===== src/sv/assert_macros.svh =====
// ------------------------------------------------------------------------
// assert_macros.svh
// Assertion helpers: implication in the same cycle and in the next cycle.
// ------------------------------------------------------------------------
`ifndef ASSERT_MACROS_SVH
`define ASSERT_MACROS_SVH

// same-cycle implication under reset
`define ASSERT_IMP(lbl, clk, rstn, ante, cons, msg) \
    lbl: assert property (@(posedge clk) disable iff (!(rstn)) (ante) |-> (cons)) \
        else $error(msg);

// next-cycle implication under reset
`define ASSERT_NXT(lbl, clk, rstn, ante, cons, msg) \
    lbl: assert property (@(posedge clk) disable iff (!(rstn)) (ante) |=> (cons)) \
        else $error(msg);

`endif


===== src/sv/pidlf_pkg.sv =====
// ------------------------------------------------------------------------
// pidlf_pkg
// Widths, register indexes and sequencer states of the PID light
// controller.
// ------------------------------------------------------------------------
package pidlf_pkg;

    localparam int GAIN_W     = 20;
    localparam int LIMIT_W    = 15;
    localparam int DGAIN_W    = 13;
    localparam int LEVEL_W    = 14;
    localparam int ERR_W      = 15;
    localparam int SUM_W      = 16;
    localparam int DERIV_W    = 16;
    localparam int MA_W       = 21;
    localparam int MB_W       = 17;
    localparam int PROD_W     = MA_W + MB_W;
    localparam int ACC_W      = PROD_W + 2;
    localparam int FRAC_W     = 16;
    localparam int QUO_W      = ACC_W - FRAC_W;
    localparam int CORR_W     = 16;
    localparam int DUTY_W     = 13;
    localparam int CFG_IDX_W  = 3;
    localparam int CFG_DATA_W = 20;

    localparam logic [GAIN_W-1:0]  KP_RESET    = 20'd1311;
    localparam logic [GAIN_W-1:0]  KI_RESET    = 20'd16384;
    localparam logic [GAIN_W-1:0]  KD_RESET    = 20'd983;
    localparam logic [LIMIT_W-1:0] LIMIT_RESET = 15'd10000;
    localparam logic [DGAIN_W-1:0] DGAIN_RESET = 13'd1;

    typedef enum logic [CFG_IDX_W-1:0] {
        REG_KP    = 3'd0,
        REG_KI    = 3'd1,
        REG_KD    = 3'd2,
        REG_LIMIT = 3'd3,
        REG_DGAIN = 3'd4
    } cfg_reg_t;

    typedef enum logic [3:0] {
        ST_IDLE,
        ST_PREP,
        ST_MUL_P,
        ST_MUL_I,
        ST_MUL_D,
        ST_ACC,
        ST_SCALE,
        ST_LEVEL,
        ST_MUL_DUTY,
        ST_FINISH
    } state_t;

endpackage


===== src/sv/pidlf_if.sv =====
// ------------------------------------------------------------------------
// pidlf_in_if / pidlf_out_if
// Valid/ready channels for sample items and result items.
// ------------------------------------------------------------------------
interface pidlf_in_if;
    logic                           valid;
    logic                           ready;
    logic [pidlf_pkg::LEVEL_W-1:0]  target_level;
    logic [pidlf_pkg::LEVEL_W-1:0]  measured_level;

    modport source (output valid, output target_level, output measured_level, input ready);
    modport sink   (input valid, input target_level, input measured_level, output ready);
endinterface

interface pidlf_out_if;
    logic                               valid;
    logic                               ready;
    logic [pidlf_pkg::DUTY_W-1:0]       duty_count;
    logic signed [pidlf_pkg::CORR_W-1:0] correction;

    modport source (output valid, output duty_count, output correction, input ready);
    modport sink   (input valid, input duty_count, input correction, output ready);
endinterface


===== src/sv/pidlf_mul.sv =====
// ------------------------------------------------------------------------
// pidlf_mul
// Shared signed multiplier with a registered product.
// ------------------------------------------------------------------------
module pidlf_mul
(
    input  logic                                 clk,
    input  logic signed [pidlf_pkg::MA_W-1:0]    a_op,
    input  logic signed [pidlf_pkg::MB_W-1:0]    b_op,
    output logic signed [pidlf_pkg::PROD_W-1:0]  prod
);

    logic signed [pidlf_pkg::PROD_W-1:0] prod_reg;
    logic signed [pidlf_pkg::PROD_W-1:0] prod_next;

    assign prod_next = pidlf_pkg::PROD_W'(a_op) * pidlf_pkg::PROD_W'(b_op);

    always_ff @(posedge clk)
    begin
        prod_reg <= prod_next;
    end

    assign prod = prod_reg;

endmodule


===== src/sv/pid_light_feedforward_controller_unit.sv =====
// ------------------------------------------------------------------------
// pid_light_feedforward_controller_unit
// PID light controller: clamped integral, derivative, Q16 correction and
// duty drive, all products on one shared multiplier.
// ------------------------------------------------------------------------
//  channel    dir   handshake      payload
//  in_item    in    valid/ready    target_level, measured_level
//  out_item   out   valid/ready    duty_count, correction
//  cfg        in    cfg_we         cfg_index, cfg_data
//
//  An item steps from acceptance through PREP, MUL_P, MUL_I, MUL_D, ACC,
//  SCALE, LEVEL and MUL_DUTY to FINISH; in_item.ready is high again from
//  the edge that loads the result, so a new item is taken only after the
//  last one is through. The sequencer walks four products (kp, ki, kd, duty
//  gain) through the single multiplier, with one accumulate, one scaling
//  and one level step between kd and duty gain. A full output register
//  holds the last step while stalled. Reset restores the gains and clears the integral and previous error.
// ------------------------------------------------------------------------
`include "assert_macros.svh"

module pid_light_feedforward_controller_unit
#(
    parameter int DUTY_FULL_SCALE = 4096
)
(
    input  logic                                clk,
    input  logic                                rst_n,
    pidlf_in_if.sink                            in_item,
    pidlf_out_if.source                         out_item,
    input  logic                                cfg_we,
    input  logic [pidlf_pkg::CFG_IDX_W-1:0]     cfg_index,
    input  logic [pidlf_pkg::CFG_DATA_W-1:0]    cfg_data
);

    localparam int ERR_W   = pidlf_pkg::ERR_W;
    localparam int SUM_W   = pidlf_pkg::SUM_W;
    localparam int DERIV_W = pidlf_pkg::DERIV_W;
    localparam int MA_W    = pidlf_pkg::MA_W;
    localparam int MB_W    = pidlf_pkg::MB_W;
    localparam int PROD_W  = pidlf_pkg::PROD_W;
    localparam int ACC_W   = pidlf_pkg::ACC_W;
    localparam int FRAC_W  = pidlf_pkg::FRAC_W;
    localparam int QUO_W   = pidlf_pkg::QUO_W;
    localparam int CORR_W  = pidlf_pkg::CORR_W;
    localparam int DUTY_W  = pidlf_pkg::DUTY_W;
    localparam int LEVEL_W = pidlf_pkg::LEVEL_W;

    localparam logic signed [PROD_W-1:0] FULL_S   = PROD_W'(DUTY_FULL_SCALE);
    localparam logic signed [QUO_W-1:0]  CORR_MAX = QUO_W'(32767);
    localparam logic signed [QUO_W-1:0]  CORR_MIN = -QUO_W'(32768);
    localparam logic signed [ACC_W-1:0]  ROUND_IN = ACC_W'((1 << FRAC_W) - 1);

    // configuration
    logic [pidlf_pkg::GAIN_W-1:0]  kp_reg, ki_reg, kd_reg;
    logic [pidlf_pkg::LIMIT_W-1:0] limit_reg;
    logic [pidlf_pkg::DGAIN_W-1:0] dgain_reg;

    // state and datapath
    pidlf_pkg::state_t             state_reg, state_next;
    logic signed [SUM_W-1:0]       error_sum_reg, error_sum_next;
    logic signed [ERR_W-1:0]       prior_error_reg, prior_error_next;
    logic signed [ERR_W-1:0]       err_reg, err_next;
    logic [LEVEL_W-1:0]            target_reg, target_next;
    logic signed [SUM_W-1:0]       sum_reg, sum_next;
    logic signed [DERIV_W-1:0]     deriv_reg, deriv_next;
    logic signed [ACC_W-1:0]       acc_reg, acc_next;
    logic signed [CORR_W-1:0]      corr_reg, corr_next;
    logic signed [MB_W-1:0]        level_reg, level_next;
    logic                          out_valid_reg, out_valid_next;
    logic [DUTY_W-1:0]             duty_out_reg, duty_out_next;
    logic signed [CORR_W-1:0]      corr_out_reg, corr_out_next;

    logic signed [MA_W-1:0]        mul_a;
    logic signed [MB_W-1:0]        mul_b;
    logic signed [PROD_W-1:0]      prod;

    logic signed [ERR_W-1:0]       in_err;
    logic signed [SUM_W:0]         sum_wide;
    logic signed [SUM_W:0]         lim_pos;
    logic signed [ACC_W-1:0]       acc_adj;
    logic signed [QUO_W-1:0]       quo;
    logic signed [PROD_W-1:0]      drive;
    logic                          in_fire;

    pidlf_mul u_mul
    (
        .clk  (clk),
        .a_op (mul_a),
        .b_op (mul_b),
        .prod (prod)
    );

    assign in_item.ready = (state_reg == pidlf_pkg::ST_IDLE);
    assign in_fire       = in_item.valid && in_item.ready;
    assign in_err        = $signed({1'b0, in_item.target_level})
                         - $signed({1'b0, in_item.measured_level});

    always_ff @(posedge clk or negedge rst_n)
    begin
        if (!rst_n)
        begin
            kp_reg    <= pidlf_pkg::KP_RESET;
            ki_reg    <= pidlf_pkg::KI_RESET;
            kd_reg    <= pidlf_pkg::KD_RESET;
            limit_reg <= pidlf_pkg::LIMIT_RESET;
            dgain_reg <= pidlf_pkg::DGAIN_RESET;
        end
        else if (cfg_we)
        begin
            case (pidlf_pkg::cfg_reg_t'(cfg_index))
                pidlf_pkg::REG_KP:    kp_reg    <= cfg_data;
                pidlf_pkg::REG_KI:    ki_reg    <= cfg_data;
                pidlf_pkg::REG_KD:    kd_reg    <= cfg_data;
                pidlf_pkg::REG_LIMIT: limit_reg <= cfg_data[pidlf_pkg::LIMIT_W-1:0];
                pidlf_pkg::REG_DGAIN: dgain_reg <= cfg_data[pidlf_pkg::DGAIN_W-1:0];
                default: ;
            endcase
        end
    end

    always_ff @(posedge clk or negedge rst_n)
    begin
        if (!rst_n)
        begin
            state_reg       <= pidlf_pkg::ST_IDLE;
            error_sum_reg   <= '0;
            prior_error_reg <= '0;
            out_valid_reg   <= 1'b0;
        end
        else
        begin
            state_reg       <= state_next;
            error_sum_reg   <= error_sum_next;
            prior_error_reg <= prior_error_next;
            out_valid_reg   <= out_valid_next;
        end
    end

    always_ff @(posedge clk)
    begin
        err_reg      <= err_next;
        target_reg   <= target_next;
        sum_reg      <= sum_next;
        deriv_reg    <= deriv_next;
        acc_reg      <= acc_next;
        corr_reg     <= corr_next;
        level_reg    <= level_next;
        duty_out_reg <= duty_out_next;
        corr_out_reg <= corr_out_next;
    end

    always_comb
    begin
        state_next       = state_reg;
        error_sum_next   = error_sum_reg;
        prior_error_next = prior_error_reg;
        err_next         = err_reg;
        target_next      = target_reg;
        sum_next         = sum_reg;
        deriv_next       = deriv_reg;
        acc_next         = acc_reg;
        corr_next        = corr_reg;
        level_next       = level_reg;
        out_valid_next   = out_valid_reg && !out_item.ready;
        duty_out_next    = duty_out_reg;
        corr_out_next    = corr_out_reg;
        mul_a            = '0;
        mul_b            = '0;

        sum_wide = SUM_W'(error_sum_reg) + (SUM_W + 1)'(err_reg);
        lim_pos  = $signed({2'b00, limit_reg});
        acc_adj  = acc_reg + (acc_reg[ACC_W-1] ? ROUND_IN : '0);
        quo      = acc_adj[ACC_W-1:FRAC_W];
        drive    = prod;

        case (state_reg)
            pidlf_pkg::ST_IDLE:
            begin
                if (in_fire)
                begin
                    target_next = in_item.target_level;
                    err_next    = in_err;
                    state_next  = pidlf_pkg::ST_PREP;
                end
            end
            pidlf_pkg::ST_PREP:
            begin
                if (sum_wide > lim_pos)
                    sum_next = lim_pos[SUM_W-1:0];
                else if (sum_wide < -lim_pos)
                    sum_next = SUM_W'(-lim_pos);
                else
                    sum_next = sum_wide[SUM_W-1:0];
                error_sum_next   = sum_next;
                deriv_next       = DERIV_W'(err_reg) - DERIV_W'(prior_error_reg);
                prior_error_next = err_reg;
                state_next       = pidlf_pkg::ST_MUL_P;
            end
            pidlf_pkg::ST_MUL_P:
            begin
                mul_a      = $signed({1'b0, kp_reg});
                mul_b      = MB_W'(err_reg);
                state_next = pidlf_pkg::ST_MUL_I;
            end
            pidlf_pkg::ST_MUL_I:
            begin
                mul_a      = $signed({1'b0, ki_reg});
                mul_b      = MB_W'(sum_reg);
                acc_next   = ACC_W'(prod);
                state_next = pidlf_pkg::ST_MUL_D;
            end
            pidlf_pkg::ST_MUL_D:
            begin
                mul_a      = $signed({1'b0, kd_reg});
                mul_b      = MB_W'(deriv_reg);
                acc_next   = acc_reg + ACC_W'(prod);
                state_next = pidlf_pkg::ST_ACC;
            end
            pidlf_pkg::ST_ACC:
            begin
                acc_next   = acc_reg + ACC_W'(prod);
                state_next = pidlf_pkg::ST_SCALE;
            end
            pidlf_pkg::ST_SCALE:
            begin
                if (quo > CORR_MAX)
                    corr_next = CORR_MAX[CORR_W-1:0];
                else if (quo < CORR_MIN)
                    corr_next = CORR_MIN[CORR_W-1:0];
                else
                    corr_next = quo[CORR_W-1:0];
                state_next = pidlf_pkg::ST_LEVEL;
            end
            pidlf_pkg::ST_LEVEL:
            begin
                level_next = $signed({3'b000, target_reg}) + MB_W'(corr_reg);
                state_next = pidlf_pkg::ST_MUL_DUTY;
            end
            pidlf_pkg::ST_MUL_DUTY:
            begin
                mul_a      = MA_W'($signed({1'b0, dgain_reg}));
                mul_b      = level_reg;
                state_next = pidlf_pkg::ST_FINISH;
            end
            pidlf_pkg::ST_FINISH:
            begin
                // keep the duty product alive while the output is stalled
                mul_a = MA_W'($signed({1'b0, dgain_reg}));
                mul_b = level_reg;
                if (prod < 0)
                    drive = '0;
                else if (prod > FULL_S)
                    drive = FULL_S;
                if (!out_valid_reg || out_item.ready)
                begin
                    out_valid_next = 1'b1;
                    duty_out_next  = drive[DUTY_W-1:0];
                    corr_out_next  = corr_reg;
                    state_next     = pidlf_pkg::ST_IDLE;
                end
            end
            default:
            begin
                state_next = pidlf_pkg::ST_IDLE;
            end
        endcase
    end

    assign out_item.valid      = out_valid_reg;
    assign out_item.duty_count = duty_out_reg;
    assign out_item.correction = corr_out_reg;

    `ASSERT_NXT(a_accept_starts, clk, rst_n, in_fire, state_reg == pidlf_pkg::ST_PREP, "accepted item did not start the sequence")
    `ASSERT_NXT(a_sum_clamped, clk, rst_n, state_reg == pidlf_pkg::ST_PREP, (error_sum_reg <= $signed({1'b0, limit_reg})) && (error_sum_reg >= -$signed({1'b0, limit_reg})), "integral outside its limit")
    `ASSERT_NXT(a_finish_loads, clk, rst_n, (state_reg == pidlf_pkg::ST_FINISH) && !out_valid_reg, out_valid_reg && (state_reg == pidlf_pkg::ST_IDLE), "result not loaded into free output register")
    `ASSERT_IMP(a_busy_not_ready, clk, rst_n, (state_reg != pidlf_pkg::ST_IDLE), !in_fire, "item accepted while sequence busy")

endmodule

===== src/flat_wrapper.sv =====
// flat-port wrapper written by rule: the top's interface ports become plain ports
module pid_light_feedforward_controller_unit_flat 
#(
    parameter int DUTY_FULL_SCALE = 4096
)
  (clk, rst_n, cfg_we, cfg_index, cfg_data, in_item_valid, in_item_target_level, in_item_measured_level, in_item_ready, out_item_valid, out_item_duty_count, out_item_correction, out_item_ready);
  pidlf_in_if in_item_i ();
  pidlf_out_if out_item_i ();
  input  logic clk;
  input  logic rst_n;
  input  logic cfg_we;
  input  logic [pidlf_pkg::CFG_IDX_W-1:0] cfg_index;
  input  logic [pidlf_pkg::CFG_DATA_W-1:0] cfg_data;
  input wire logic [$bits(in_item_i.valid)-1:0] in_item_valid;
  input wire logic [$bits(in_item_i.target_level)-1:0] in_item_target_level;
  input wire logic [$bits(in_item_i.measured_level)-1:0] in_item_measured_level;
  output wire logic [$bits(in_item_i.ready)-1:0] in_item_ready;
  output wire logic [$bits(out_item_i.valid)-1:0] out_item_valid;
  output wire logic [$bits(out_item_i.duty_count)-1:0] out_item_duty_count;
  output wire logic [$bits(out_item_i.correction)-1:0] out_item_correction;
  input wire logic [$bits(out_item_i.ready)-1:0] out_item_ready;
  assign in_item_i.valid = in_item_valid;
  assign in_item_i.target_level = in_item_target_level;
  assign in_item_i.measured_level = in_item_measured_level;
  assign in_item_ready = in_item_i.ready;
  assign out_item_valid = out_item_i.valid;
  assign out_item_duty_count = out_item_i.duty_count;
  assign out_item_correction = out_item_i.correction;
  assign out_item_i.ready = out_item_ready;
  pid_light_feedforward_controller_unit #(.DUTY_FULL_SCALE(DUTY_FULL_SCALE)) u_core (.clk(clk), .rst_n(rst_n), .in_item(in_item_i), .out_item(out_item_i), .cfg_we(cfg_we), .cfg_index(cfg_index), .cfg_data(cfg_data));
endmodule

===== config.mk =====
export PLATFORM = sky130hd
export DESIGN_NAME = pid_light_feedforward_controller_unit_flat
export DESIGN_NICKNAME = d
export VERILOG_FILES = /design/src/sv/pidlf_pkg.sv /design/src/sv/pidlf_if.sv /design/src/sv/pidlf_mul.sv /design/src/sv/pid_light_feedforward_controller_unit.sv /design/src/flat_wrapper.sv
export VERILOG_INCLUDE_DIRS = /design/src /design/src/sv
export SDC_FILE = /design/constraint.sdc
export NUM_CORES = 2
export LEC_CHECK = 0
export CORE_MARGIN = 2
export CORE_UTILIZATION = 45
export CTS_CLUSTER_SIZE = 12
export DETAILED_ROUTE_END_ITERATION = 10
export DONT_BUFFER_PORTS = 1
export GPL_TIMING_DRIVEN = 1
export PLACE_DENSITY = 0.6
export SLEW_MARGIN = 30
export SYNTH_ARGS = -nofsm -noshare
export SYNTH_HDL_FRONTEND = slang
export SYNTH_SLANG_ARGS = --single-unit

===== constraint.sdc =====
create_clock -name clk -period 9.1 [get_ports clk]
set_input_delay 0.455 -clock clk [delete_from_list [all_inputs] [get_ports clk]]
set_output_delay 0.455 -clock clk [all_outputs]
set_load 0.02 [all_outputs]

Word-level counts from Yosys, hierarchy flattened
Index checks and enable logic that the tools add are counted.
W data, S select, Z words.
{"block": "op_classes", "mul": 1, "magnitude_cmp": 6, "reduce_logical": 19, "eq_ne": 15, "n_addsub": 7, "mux": 13}
{"cell": "$pmux W20 S4", "n": 1}
{"cell": "$pmux W40 S2", "n": 1}
{"cell": "$pmux W17 S4", "n": 1}
{"cell": "$mux W16", "n": 4}
{"cell": "$add A40 B38 Y40", "n": 1}
{"cell": "$add A40 B40 Y40", "n": 1}
{"cell": "$pmux W4 S10", "n": 1}
{"cell": "$gt A38 B14 Y1 const B", "n": 1}
{"cell": "$lt A38 B1 Y1 const B", "n": 1}
{"cell": "$mul A21 B17 Y38", "n": 1}
{"cell": "$gt A24 B16 Y1 const B", "n": 1}
{"cell": "$lt A24 B16 Y1 const B", "n": 1}
{"cell": "$add A15 B16 Y17", "n": 1}
{"cell": "$add A16 B15 Y17", "n": 1}
{"cell": "$gt A17 B16 Y1", "n": 1}
{"cell": "$lt A17 B17 Y1", "n": 1}
{"cell": "$neg A15 Y17", "n": 1}
{"cell": "$eq A4 B3 Y1 const B", "n": 4}
{"cell": "$reduce_and A2 Y1", "n": 8}
{"cell": "$sub A15 B15 Y16", "n": 1}
{"cell": "$sub A14 B14 Y15", "n": 1}
{"cell": "$mux W13", "n": 1}
{"cell": "$eq A4 B2 Y1 const B", "n": 2}
{"cell": "$eq A4 B4 Y1 const B", "n": 2}
{"cell": "15 further kinds", "n": 22}
{"block": "totals", "regBits": 325, "out_inout_bits": 31, "wordCells": 81}

Depth between registers and ports, before layout
{"block": "logic_depth", "depth_word": 4, "depth_mapped": 33, "depth_no_buf": 29}

By module
Synthesis repeated with hierarchy kept, for this count alone.
{"block": "unflattened", "cells_unflattened": 3208, "area_unflattened_um2": 31702.9}
{"mod": "pid_light_feedforward_controller_unit", "seq_area_each_um2": 8025.2, "area_each_um2": 17914.7, "instances": 1, "cells_per_inst": 1726}
{"mod": "pidlf_mul", "seq_area_each_um2": 760.7, "area_each_um2": 13788.2, "instances": 1, "cells_per_inst": 1482}

Worst setup path before layout
Ideal clock, no wire load.
{"block": "synth_timing", "path_type": "reg-to-reg", "from": "register u_core.state_reg[0]", "to": "register u_core.u_mul.prod_reg (netlist bit u_core.u_mul.prod[37])", "required_ps": 8980, "t_arrival_ps": 7565, "synth_period_minus_slack_ps": 7684, "path_stages_with_launch": 29, "setup_slack_ps": 1416, "n_path_buf": 4, "cell_sequence": "dfrtp_1 > buf_2 > nand2b_1 > nor3_1 > clkbuf_1 > buf_2 > nand2_1 > nand4_1 > clkbuf_1 > nand2_1 > fa_1 > inv_1 > fa_1 > fa_1 > fa_1 > fa_1 > inv_1 > fa_1 > inv_1 > ha_1 > a21o_1 > a21o_1 > a21o_1 > a21o_1 > a21o_1 > a221o_1 > a31oi_2 > o21bai_1 > a211o_1"}
{"block": "synth_via", "elab_chain_len": 4, "elab_cells_between_ends": 9}
{"element": "start: declaration", "line_no": "pid_light_feedforward_controller_unit.sv:59", "text": "pidlf_pkg::state_t state_reg, state_next;"}
{"element": "start signal: assignment", "line_no": "pid_light_feedforward_controller_unit.sv:125", "text": "state_reg <= pidlf_pkg::ST_IDLE;"}
{"element": "start signal: assignment", "line_no": "pid_light_feedforward_controller_unit.sv:132", "text": "state_reg <= state_next;"}
{"element": "$eq A4 B4 Y1", "line_no": "pid_light_feedforward_controller_unit.sv:176", "text": "case (state_reg)"}
{"element": "$reduce_or A2 Y1 (no line)"}
{"element": "$pmux W20 S4 or $pmux W17 S4 (tied branches)", "line_no": "pid_light_feedforward_controller_unit.sv:176"}
{"element": "$mul A21 B17 Y38 *", "line_no": "pidlf_mul.sv:16", "text": "assign prod_next = pidlf_pkg::PROD_W'(a_op) * pidlf_pkg::PROD_W'(b_op);"}
{"element": "named net u_core.u_mul.prod_next, one bit", "line_no": "pidlf_mul.sv:14", "text": "logic signed [pidlf_pkg::PROD_W-1:0] prod_next;"}
{"element": "end signal: assignment", "line_no": "pidlf_mul.sv:20", "text": "prod_reg <= prod_next;"}
{"element": "end: declaration", "line_no": "pidlf_mul.sv:13", "text": "logic signed [pidlf_pkg::PROD_W-1:0] prod_reg;"}
Mark *: on every way through the listed nets, which the timed path passes. The rest lies on a longest branch.
A chain may end at the register's enable or synchronous reset.

Worst setup path after layout
{"block": "layout_timing", "from": "register u_core.state_reg[3]", "to": "register u_core.u_mul.prod_reg (netlist bit u_core.u_mul.prod[32])"}
Same word-level chain as after synthesis.

==> run metrics <==
num ports=87; gr usage total=0.2576; status=complete, no violations; Async SR Flop Fraction=0.3815; Critical R2R Launch=u_core.state_reg[3]; die footprint=approximately 70000 um^2; synthesis warning total=0; synthesis-to-finish area growth=9.476%; dpl hpwl=roughly 66 mm; ratio of cells with drive above 1 in the final layout=0.08750; Worst Hold Path EP=u_core.limit_reg[13]; vias in the first global route=23440; DR pass1 iterations=7; WHS=0.03196 ns; total grt overflow=0; antenna-violating nets left=0; Initial Utilization=0.4531; Mapped Nets=between 3000 and 4000; worst hold path type=in -> reg; share of the synthesized area in the top cell type=0.1845; slowest CP cell=fa_1; Slew Viols, Final=0; synthesized flop and latch total=325; Min-Delay Path Depth=1; maximum clock rate=118.6 MHz; RSZ-0062 raised after global routing=no; wire per inst=21.12 um; Finished Layout Cells=4007; min cycle time layout=roughly 8.4 ns; PortBufs=0; hold_sp=cfg_data[13]; Synth area leader=fa_1; DRT met1 WL=39.24 mm; final worst-path cycle share=0.9264; CTS tree=yes; Crit Path Max Fanout=30; final setup fails=0; core area=roughly 66000 um^2; post-CTS sizing=0; Avg Cell Area, Syn=between 9 and 10 um^2; most frequent CP cell=fa_1; DR iter-0 viols=1726; drt total wl=between 80 and 90 mm; Yosys cell types=84; H-tree level count=2; sequential area share after synthesis=0.2955; Reg2Reg Setup Slack=around 0.67 ns; ys flop type=edfxtp_1; root buf cell=clkbuf_16; critical path arrival=around 8.9 ns; placed cell count=about 3900; CTS buffer count=42; setup TNS=0 ns; global placer's final weighted congestion=0.9482; Die Span Y=about 260 um; Vias=approximately 22000; slowest cell delay on critical path=0.58 ns; n_diodes=0; metal2 WL=about 38 mm; Post-synth EDFFs=roughly 160; Worst-path clk slew=0.06 ns; clk_lat worst skew=just under 0.6 ns; number of max-cap violations=0; Crit Reg-Reg Endpoint=u_core.u_mul.prod[32]; Worst setup EP type=register; Via density=~5.6; Post-Syn Instances=3103; Synth Cell Area=approximately 30000 um^2; final hold vios=0; first-pass GRT wire length=between 100 and 150 mm; routed wl met3=roughly 5 mm; Die Wd=261.1 um; filler cell count in the final layout=6156; clock skew=about 0.021 ns; CP Class=reg -> reg; max reg flops=40; highest routed layer=met4; worst reg-to-reg path cell count=27; pin count of the biggest net entering global routing=125; initial antenna violation count=0; startpoint type of the worst setup path=register; synth top area cells=fa_1 18%, edfxtp_1 16%, ha_1 12%, dfrtp_1 8.6%, inv_1 5.5%; clk sink count=between 300 and 400; worst slew pin tran=~1 ns; DR DRC count=0; CTS max path bufs=3; final net count=between 3000 and 4000; Rows=94; Worst Path Required=approximately 9.6 ns; Slew headroom=0.3309
-- placed cells by master (no fill, tap or decap), types with 18 or more instances in the layout --
cell	n
inv_1	438
nand2_1	385
nor2_1	277
ha_1	277
fa_1	274
edfxtp_1	163
o21ai_0	134
dfrtp_1	102
mux2_2	99
a21oi_1	96
xnor2_1	90
a21o_1	64
clkbuf_16	45
xor2_1	43
nand4_1	38
dfxtp_1	38
nand3_1	35
nor3_1	33
dlygate4sd3_1	33
and2_1	32
buf_4	31
nor2b_1	27
and4_1	23
dfstp_2	22
nand2b_1	21
and3_1	20
a31oi_1	20
o21a_1	19
nor4_1	18
-- cell type report --
type	count	area [um^2]	share of cell area
clock inverter	28	310.3	0.009532
timing repair buffer	66	601.8	0.01849
tap	864	1081	0.03321
sequential	325	8786	0.2699
multi-input combinational	2235	18960	0.5825
clock buffer	48	1157	0.03555
inverter	441	1655	0.05085
-- through the flow --
stage               cell area [um^2]  setup WS [ns]  utilization
global route                   32550         0.2225       0.4960
finish                         32550         0.6702       0.4960
global placement               30710         0.9743       0.4680
floorplan                      29740          1.416            -
CTS                            32540         0.8032       0.4958
detailed placement             30710         0.8282       0.4680
-- worst max path at each step --
stage                              from                    end  slack (ns)  cells after the start
finish              u_core.state_reg[3]  u_core.u_mul.prod[32]        0.67                     27
global route        u_core.state_reg[3]  u_core.u_mul.prod[36]        0.22                     28
CTS                 u_core.state_reg[3]  u_core.u_mul.prod[32]        0.80                     27
detailed placement  u_core.state_reg[3]  u_core.u_mul.prod[32]        0.83                     27
global placement    u_core.state_reg[3]  u_core.u_mul.prod[32]        0.97                     27
floorplan           u_core.state_reg[0]  u_core.u_mul.prod[37]        1.42                     28
-- routing by layer --
layer,GRT usage,vias up
li1,-,10420
met1,0.3679,11180
met2,0.4037,666
met3,0.03833,129
met4,0.08318,0
met5,0,-
-- cell families (layout without fill, tap and decap cells) --
logic type                 Yosys count  count (layout)  synth area share
muxes                              115             115           0.04288
AOI/OAI and AO/OA                  482             482            0.1068
adders and majority gates          551             551            0.3010
xor gates and xnor gates           133             133           0.03917
and+or+nand+nor                    954             954            0.1452
buffers and inverters              543             583           0.06947
DFF                                325             325            0.2955
-- synthesized netlist by cell type, types with 14 or more instances --
library cell and count:
nand2_1 385, and2_1 32, o21ai_0 134, nor4_1 18
dfxtp_1 38, ha_1 277, mux2i_1 16, or2_2 14
and4_1 23, xnor2_1 90, nor2b_1 27, a21boi_0 15
a21oi_1 96, nand4_1 38, fa_1 274, nand2b_1 22
o21bai_1 16, inv_1 439, nor3_1 37, mux2_2 99
o21a_1 19, nor2_1 278, xor2_1 43, dfrtp_1 102
a31oi_1 20, dfstp_2 22, a21o_1 64, clkbuf_1 92
and3_1 20, nand3_1 35, edfxtp_1 163
-- repair_timing --
action / in CTS / in global routing
buffers inserted: 0 / 0
setup endpoints to repair: 0 / 0
hold buffers: 34 / 0
hold endpoints to repair: 186 / 0
-- critical path, delay by kind of cell (launching register included) --
family                   cells  cell delay (ns)
adder cells (fa/ha/maj)      7             3.43
AND/OR/NAND/NOR              9             2.06
AO/OA/AOI/OAI                5             1.62
buffers and inverters        6             0.74
flip-flops                   1             0.47
Power is not shown: default switching activity piles up to over one toggle a cycle in this logic, so the estimate is an artifact.
